## src/sv/pacs_pkg.sv

```systemverilog
`timescale 1ns / 1ps
`default_nettype none

package pacs_pkg;

	// field and state widths
	localparam int HZ_W      = 40;
	localparam int FREQ_W    = 24;
	localparam int SAMPLE_W  = 24;
	localparam int PHASE_W   = 32;
	localparam int MUL_W     = 31;
	localparam int PROD_W    = 2 * MUL_W;

	// reset values
	localparam logic [HZ_W-1:0]    HZ_RESET    = 40'd5864062014;
	localparam logic [PHASE_W-1:0] PHASE_RESET = 32'hC000_0000;

	// default output fraction bits
	localparam int OUT_FRAC_BITS_DEF = 22;

	// controller states
	typedef enum logic [3:0] {
		ST_IDLE,
		ST_MLO,
		ST_MHI,
		ST_STEP,
		ST_ADV,
		ST_FOLD,
		ST_SQR,
		ST_CUBE,
		ST_FIN
	} pacs_state_t;

	// shared multiplier operand select
	typedef enum logic [1:0] {
		MUL_FLO,
		MUL_FHI,
		MUL_SQR,
		MUL_CUBE
	} mul_sel_t;

	// controller to datapath commands
	typedef struct packed {
		logic     load;
		logic     mul_en;
		mul_sel_t mul_sel;
		logic     save_lo;
		logic     step_en;
		logic     adv_en;
		logic     fold_en;
		logic     out_en;
	} pacs_cmd_t;

endpackage

`default_nettype wire

```

## src/sv/phase_accumulator_cubic_sine.sv

```systemverilog
// An accepted input word passes states MLO, MHI, STEP, ADV, FOLD, SQR, CUBE and
// FIN before its output word is valid. One item at a time, paced by the single
//   shared 31x31 multiplier used four times per item plus step, phase and fold.
// The next input word is taken while the previous output word waits.
// Reset (arst_n low): hz_to_step = 5864062014, phase = 0xC0000000, no word held.
`timescale 1ns / 1ps
`default_nettype none

module phase_accumulator_cubic_sine #(
	parameter int OUT_FRAC_BITS = pacs_pkg::OUT_FRAC_BITS_DEF
) (
	input  wire logic                                 clk,
	input  wire logic                                 arst_n,
	input  wire logic                                 hz_to_step_we,
	input  wire logic        [pacs_pkg::HZ_W-1:0]     hz_to_step_wdata,
	input  wire logic                                 in_valid,
	output logic                                      in_ready,
	input  wire logic signed [pacs_pkg::FREQ_W-1:0]   frequency,
	output logic                                      out_valid,
	input  wire logic                                 out_ready,
	output logic signed      [pacs_pkg::SAMPLE_W-1:0] sample
);
	import pacs_pkg::*;

	pacs_cmd_t cmd;

	// sequencer
	pacs_ctrl u_ctrl (
		.clk       (clk),
		.arst_n    (arst_n),
		.in_valid  (in_valid),
		.in_ready  (in_ready),
		.out_valid (out_valid),
		.out_ready (out_ready),
		.cmd       (cmd)
	);

	// phase accumulator and cubic shaper
	pacs_dp #(
		.OUT_FRAC_BITS (OUT_FRAC_BITS)
	) u_dp (
		.clk              (clk),
		.arst_n           (arst_n),
		.cmd              (cmd),
		.hz_to_step_we    (hz_to_step_we),
		.hz_to_step_wdata (hz_to_step_wdata),
		.frequency        (frequency),
		.sample           (sample)
	);

endmodule

`default_nettype wire

```

## src/sv/pacs_ctrl.sv

```systemverilog
`timescale 1ns / 1ps
`default_nettype none

module pacs_ctrl (
	input  wire logic              clk,
	input  wire logic              arst_n,
	input  wire logic              in_valid,
	output logic                   in_ready,
	output logic                   out_valid,
	input  wire logic              out_ready,
	output pacs_pkg::pacs_cmd_t    cmd
);
	import pacs_pkg::*;

	pacs_state_t state_q, state_d;
	logic        out_valid_q;

	// state register
	always_ff @(posedge clk or negedge arst_n) begin
		if (!arst_n) begin
			state_q <= ST_IDLE;
		end else begin
			state_q <= state_d;
		end
	end

	// output word valid flag
	always_ff @(posedge clk or negedge arst_n) begin
		if (!arst_n) begin
			out_valid_q <= 1'b0;
		end else if (cmd.out_en) begin
			out_valid_q <= 1'b1;
		end else if (out_ready) begin
			out_valid_q <= 1'b0;
		end
	end

	assign out_valid = out_valid_q;

	// next state and commands
	always_comb begin
		state_d     = state_q;
		in_ready    = 1'b0;
		cmd         = '0;
		cmd.mul_sel = MUL_FLO;
		unique case (state_q)
			ST_IDLE: begin
				in_ready = 1'b1;
				if (in_valid) begin
					cmd.load = 1'b1;
					state_d  = ST_MLO;
				end
			end
			ST_MLO: begin
				cmd.mul_en  = 1'b1;
				cmd.mul_sel = MUL_FLO;
				state_d     = ST_MHI;
			end
			ST_MHI: begin
				cmd.mul_en  = 1'b1;
				cmd.mul_sel = MUL_FHI;
				cmd.save_lo = 1'b1;
				state_d     = ST_STEP;
			end
			ST_STEP: begin
				cmd.step_en = 1'b1;
				state_d     = ST_ADV;
			end
			ST_ADV: begin
				cmd.adv_en = 1'b1;
				state_d    = ST_FOLD;
			end
			ST_FOLD: begin
				cmd.fold_en = 1'b1;
				state_d     = ST_SQR;
			end
			ST_SQR: begin
				cmd.mul_en  = 1'b1;
				cmd.mul_sel = MUL_SQR;
				state_d     = ST_CUBE;
			end
			ST_CUBE: begin
				cmd.mul_en  = 1'b1;
				cmd.mul_sel = MUL_CUBE;
				state_d     = ST_FIN;
			end
			ST_FIN: begin
				// wait for the output register to free up
				if (!out_valid_q || out_ready) begin
					cmd.out_en = 1'b1;
					state_d    = ST_IDLE;
				end
			end
			default: begin
				state_d = ST_IDLE;
			end
		endcase
	end

endmodule

`default_nettype wire

```

## src/sv/pacs_dp.sv

```systemverilog
`timescale 1ns / 1ps
`default_nettype none

module pacs_dp #(
	parameter int OUT_FRAC_BITS = pacs_pkg::OUT_FRAC_BITS_DEF
) (
	input  wire logic                                  clk,
	input  wire logic                                  arst_n,
	input  wire pacs_pkg::pacs_cmd_t                   cmd,
	input  wire logic                                  hz_to_step_we,
	input  wire logic        [pacs_pkg::HZ_W-1:0]      hz_to_step_wdata,
	input  wire logic signed [pacs_pkg::FREQ_W-1:0]    frequency,
	output logic signed      [pacs_pkg::SAMPLE_W-1:0]  sample
);
	import pacs_pkg::*;

	localparam int            HALF_W  = HZ_W / 2;
	localparam int            LO_W    = FREQ_W + HALF_W;
	localparam int            STEP_SH = 24;
	localparam int            SUM_W   = PHASE_W + STEP_SH;
	localparam int            M_W     = 34;
	localparam int            RSH     = 31 - OUT_FRAC_BITS;
	localparam logic [M_W-1:0] RND   = M_W'(1) << (30 - OUT_FRAC_BITS);
	localparam logic signed [M_W:0] YMAX = (M_W+1)'(2 ** (SAMPLE_W - 1) - 1);
	localparam logic signed [M_W:0] YMIN = -(M_W+1)'(2 ** (SAMPLE_W - 1));

	logic [HZ_W-1:0]    hz_q;
	logic [PHASE_W-1:0] phase_q;
	logic [FREQ_W-1:0]  mag_q;
	logic               neg_q;
	logic [LO_W-1:0]    lo_q;
	logic [PHASE_W-1:0] step_q;
	logic [MUL_W-1:0]   a_q;
	logic               uneg_q;
	logic [PROD_W-1:0]  prod_q;
	logic [SAMPLE_W-1:0] sample_q;

	logic [MUL_W-1:0]   mul_a, mul_b;
	logic [SUM_W-1:0]   sum;
	logic signed [M_W-1:0] p_ext, u;
	logic [M_W-1:0]     u_abs;
	logic [M_W-1:0]     m, r;
	logic signed [M_W:0] y;
	logic [SAMPLE_W-1:0] y_sat;

	// configuration register and phase
	always_ff @(posedge clk or negedge arst_n) begin
		if (!arst_n) begin
			hz_q    <= HZ_RESET;
			phase_q <= PHASE_RESET;
		end else begin
			if (hz_to_step_we) begin
				hz_q <= hz_to_step_wdata;
			end
			if (cmd.adv_en) begin
				phase_q <= neg_q ? phase_q - step_q : phase_q + step_q;
			end
		end
	end

	// shared multiplier operand select
	always_comb begin
		unique case (cmd.mul_sel)
			MUL_FLO: begin
				mul_a = MUL_W'(mag_q);
				mul_b = MUL_W'(hz_q[HALF_W-1:0]);
			end
			MUL_FHI: begin
				mul_a = MUL_W'(mag_q);
				mul_b = MUL_W'(hz_q[HZ_W-1:HALF_W]);
			end
			MUL_SQR: begin
				mul_a = a_q;
				mul_b = a_q;
			end
			MUL_CUBE: begin
				mul_a = a_q;
				mul_b = prod_q[60:30];
			end
			default: begin
				mul_a = '0;
				mul_b = '0;
			end
		endcase
	end

	// step: high partial shifted over low partial, keep bits 55:24
	assign sum = {prod_q[SUM_W-HALF_W-1:0], {HALF_W{1'b0}}} + SUM_W'(lo_q);

	// fold phase into triangle, then magnitude
	assign p_ext = M_W'(signed'(phase_q));
	assign u     = (p_ext <= 0) ? (M_W'(1) << 30) + p_ext : (M_W'(1) << 30) - p_ext;
	assign u_abs = u[M_W-1] ? M_W'(-u) : M_W'(u);

	// 3a - a^3, rounded half up, sign applied, saturated
	assign m = (M_W'(a_q) << 1) + M_W'(a_q) - M_W'(prod_q[61:30]);
	assign r = (m + RND) >> RSH;
	assign y = uneg_q ? -signed'({1'b0, r}) : signed'({1'b0, r});

	always_comb begin
		if (y > YMAX) begin
			y_sat = YMAX[SAMPLE_W-1:0];
		end else if (y < YMIN) begin
			y_sat = YMIN[SAMPLE_W-1:0];
		end else begin
			y_sat = y[SAMPLE_W-1:0];
		end
	end

	// datapath registers
	always_ff @(posedge clk) begin
		if (cmd.load) begin
			neg_q <= frequency[FREQ_W-1];
			mag_q <= frequency[FREQ_W-1] ? FREQ_W'(-frequency) : FREQ_W'(frequency);
		end
		if (cmd.mul_en) begin
			prod_q <= PROD_W'(mul_a) * PROD_W'(mul_b);
		end
		if (cmd.save_lo) begin
			lo_q <= prod_q[LO_W-1:0];
		end
		if (cmd.step_en) begin
			step_q <= sum[SUM_W-1:SUM_W-PHASE_W];
		end
		if (cmd.fold_en) begin
			a_q    <= u_abs[MUL_W-1:0];
			uneg_q <= u[M_W-1];
		end
		if (cmd.out_en) begin
			sample_q <= y_sat;
		end
	end

	assign sample = signed'(sample_q);

endmodule

`default_nettype wire

```

## config.mk

```make
export PLATFORM = sky130hd
export DESIGN_NAME = phase_accumulator_cubic_sine
export DESIGN_NICKNAME = d
export VERILOG_FILES = /design/src/sv/pacs_pkg.sv /design/src/sv/phase_accumulator_cubic_sine.sv /design/src/sv/pacs_ctrl.sv /design/src/sv/pacs_dp.sv
export SDC_FILE = /design/constraint.sdc
export NUM_CORES = 2
export LEC_CHECK = 0
export BUFFER_PORTS_ARGS = -buffer_cell sky130_fd_sc_hd__buf_2
export CAP_MARGIN = 40
export CORE_MARGIN = 2
export CORE_UTILIZATION = 35
export DETAILED_ROUTE_END_ITERATION = 8
export GPL_TIMING_DRIVEN = 0
export PLACE_DENSITY_LB_ADDON = 0.2
export SETUP_SLACK_MARGIN = 0.2
export SLEW_MARGIN = 30
export SYNTH_ARGS = -nofsm -noshare
export SYNTH_HDL_FRONTEND = slang
export SYNTH_SLANG_ARGS = --single-unit
```

## constraint.sdc

```tcl
create_clock -name clk -period 27.6 [get_ports clk]
set_input_delay 6.9 -clock clk [delete_from_list [all_inputs] [get_ports clk]]
set_output_delay 6.9 -clock clk [all_outputs]
set_load 0.02 [all_outputs]
```

==> results.json <==
{
  "status": "finished, final reports clean",
  "postSynthCellCount": 5440,
  "yosysTopAreaCell": "fa_1",
  "grt_usage": 0.2656,
  "wl_met2_mm": 84.62,
  "synth_warnings": 0,
  "clk_pin_slew_ns": 0.06,
  "synth_top_area_frac": 0.3396,
  "drt_iter0_drc": 3744,
  "drt_pass1_iterations": 6,
  "holdWs_ns": 0.5063,
  "num_rows": 137,
  "wl_met1_mm": 81.33,
  "dieHeight_um": 379.9,
  "die-area_um2": 144300,
  "postCtsSetupBuffers": 0,
  "synth_area_leaders": "fa_1, edfxtp_1, ha_1",
  "wire_per_inst_um": 25.44,
  "grt_max_degree": 44,
  "crit_arrival_ns": 13.38,
  "reg2reg_depth": 37,
  "final_min_period_over_clock_period": 0.4712,
  "finalSetupViolations": 0,
  "synth_xor_area_frac": 0.05060,
  "cts_hold_buffers": 0,
  "vias": 40310,
  "grt_pass1_vias": 40930,
  "cp_slowest_cell": "nor2_1",
  "skew_ns": 0.04922,
  "maxCapViolations": 0,
  "multi_input_area_um2": 37300,
  "holdPathEnd": "u_dp.hz_q[34]",
  "gr-total-overflow": 0,
  "synth-edff-count": 199,
  "grt_pass1_wl_mm": 280.5,
  "synth_area_um2": 49460,
  "cts_resized": 0,
  "syn_nets": 6755,
  "worstReg2RegStart": "u_ctrl.state_q[3]",
  "hold_depth": 1,
  "cts_buffer_depth": 3,
  "worstSetupStartpointType": "register",
  "ys.flop_type": "edfxtp_1",
  "worstSetupEndpointType": "register",
  "async_reset_ff_frac": 0.2790,
  "fin_setup_tns_ns": 0,
  "worst-setup-path-type": "register to register",
  "coreArea_um2": 139900,
  "hold_path_class": "register to register",
  "max_freq_mhz": 76.89,
  "via_per_inst": 5.340,
  "hold_viol": 0,
  "htree_levels": 2,
  "cts.sinks": 276,
  "synthMuxAreaShare": 0.01680,
  "cts_tree": "built",
  "r2r_end": "u_dp.prod_q[54]",
  "area_growth_pct": 10.30,
  "grt_antenna_before_repair": 7,
  "insertion_delay_ns": 0.59,
  "worstHoldStart": "u_dp.hz_q[34]",
  "r2r_setup_slack_ns": 14.60,
  "ys_seq_area_frac": 0.1603,
  "synth-compound-area-share": 0.09444,
  "worstPathMaxFanout": 10,
  "slew_headroom": 0.3108,
  "start_util": 0.3536,
  "numCtsBuffers": 35,
  "drive_gt1_frac": 0.08006,
  "fin_nets": 6959,
  "tightestPinTransition_ns": 1.034,
  "synth.avg_cell_area_um2": 9.091,
  "crit_top_cell": "fa_1",
  "yosysMostFrequentCell": "inv_1",
  "cts_root_buffer": "clkbuf_16",
  "highest_layer": "met5",
  "slew_viol_final": 0,
  "synth_adder_area_share": 0.4426,
  "place_hpwl_mm": 162.5,
  "io_buffers": 93,
  "rsz0062_at_grt": "false",
  "num_io_pins": 95,
  "cpPeakStageDelay_ns": 0.70,
  "die_x_um": 379.9,
  "ant_nets": 0,
  "yosysUniqueCellTypes": 106,
  "dr_wl_met3_mm": 17.75,
  "critical_path_required_ns": 27.98,
  "ff_latch_area_um2": 7929,
  "drc": 0,
  "synth_commonest_cells": "inv_1, fa_1, nand2_1, nor2_1, ha_1",
  "synthSimpleGateAreaFrac": 0.1458,
  "period_needed_ns": 13.00,
  "fillerInstances": 14260,
  "finalWeightedCongestion": 1.020,
  "synth_top_family_by_area": "adder cells",
  "synth_seq_cells": 276,
  "wirelength_mm": 192.0
}
-- cells in the final DEF, fill, tap and decap left out, types with 14 or more instances in the layout --
| cell | n |
|---|---|
| a211oi_1 | 23 |
| a21o_1 | 62 |
| a21oi_1 | 204 |
| a22o_1 | 18 |
| a22oi_1 | 33 |
| a31oi_1 | 22 |
| and2_1 | 22 |
| and3_1 | 27 |
| buf_2 | 102 |
| buf_4 | 21 |
| buf_6 | 39 |
| clkbuf_1 | 169 |
| clkbuf_16 | 35 |
| clkbuf_2 | 43 |
| dfrtp_1 | 56 |
| dfstp_2 | 21 |
| edfxtp_1 | 199 |
| fa_1 | 839 |
| ha_1 | 407 |
| inv_1 | 939 |
| mux2_2 | 44 |
| mux2i_2 | 14 |
| nand2_1 | 734 |
| nand2b_1 | 58 |
| nand3_1 | 45 |
| nand4_1 | 19 |
| nor2_1 | 614 |
| nor2b_1 | 17 |
| nor3_1 | 44 |
| nor4_1 | 19 |
| o21a_1 | 27 |
| o21ai_0 | 126 |
| o21ai_1 | 16 |
| o21ai_2 | 22 |
| o21bai_1 | 20 |
| o31ai_1 | 20 |
| or3_1 | 20 |
| xnor2_1 | 210 |
| xor2_1 | 72 |
-- cell type report --
type,count,share of cell area
multi-input combinational,3997,0.6837
sequential,276,0.1454
inverter,941,0.06475
tap,1876,0.04303
timing repair buffer,167,0.02392
buffer,226,0.01727
clock buffer,42,0.01672
clock inverter,22,0.005115
antenna,2,0.00009175
-- state kept, by name, summed over array words and instances, names as in the netlist, 4 cells and up --
name / cells
u_ctrl.state_q: 4
u_dp.a_q: 31
u_dp.hz_q: 40
u_dp.lo_q: 24
u_dp.mag_q: 24
u_dp.phase_q: 32
u_dp.prod_q: 62
u_dp.sample: 24
u_dp.step_q: 32
-- through the flow --
step	util	instance area, um2	setup slack, ns	instances
finish	0.3900	54550	14.60	7549
global route	0.3899	54540	14.05	7547
CTS	0.3892	54430	14.48	7535
detailed placement	0.3806	53240	14.53	7471
global placement	0.3737	52270	12.78	7409
floorplan	-	49460	17.65	5440
-- critical path: cells and delay by family, from the launching register on --
kind | cells | cell delay [ns]
AOI/OAI and AO/OA | 10 | 2.79
adders and majority gates | 9 | 4.26
buffers and inverters | 11 | 2.88
DFF | 1 | 0.36
and+or+nand+nor | 7 | 2.51
-- cell families (layout without fill, tap and decap cells) --
logic type | count (synthesis) | count (layout)
muxes | 77 | 77
buffers and inverters | 1167 | 1398
AOI/OAI and AO/OA | 705 | 705
and+or+nand+nor | 1685 | 1685
xor gates and xnor gates | 284 | 284
DFF | 276 | 276
adders and majority gates | 1246 | 1246
other | 0 | 2
-- layer usage --
metal / up-vias / GRT usage
li1: 17640 / -
met1: 20530 / 0.3620
met2: 1789 / 0.4093
met3: 356 / 0.06447
met4: 2 / 0.09678
met5: - / 0
-- worst max-delay path by stage --
| stage | from | endpoint | slack (ns) | cells after the start |
|---|---|---|---|---|
| floorplan | u_ctrl.state_q[3] | u_dp.prod_q[61] | 17.65 | 33 |
| global placement | u_ctrl.state_q[0] | u_dp.prod_q[61] | 12.78 | 34 |
| detailed placement | u_ctrl.state_q[3] | u_dp.prod_q[61] | 14.53 | 35 |
| CTS | u_ctrl.state_q[3] | u_dp.prod_q[61] | 14.48 | 37 |
| global route | u_ctrl.state_q[3] | u_dp.prod_q[54] | 14.05 | 37 |
| finish | u_ctrl.state_q[3] | u_dp.prod_q[54] | 14.60 | 37 |
Power is left out: the tool's default activity adds up to more than one toggle a clock period on the data nets, which glitch-free logic cannot reach.
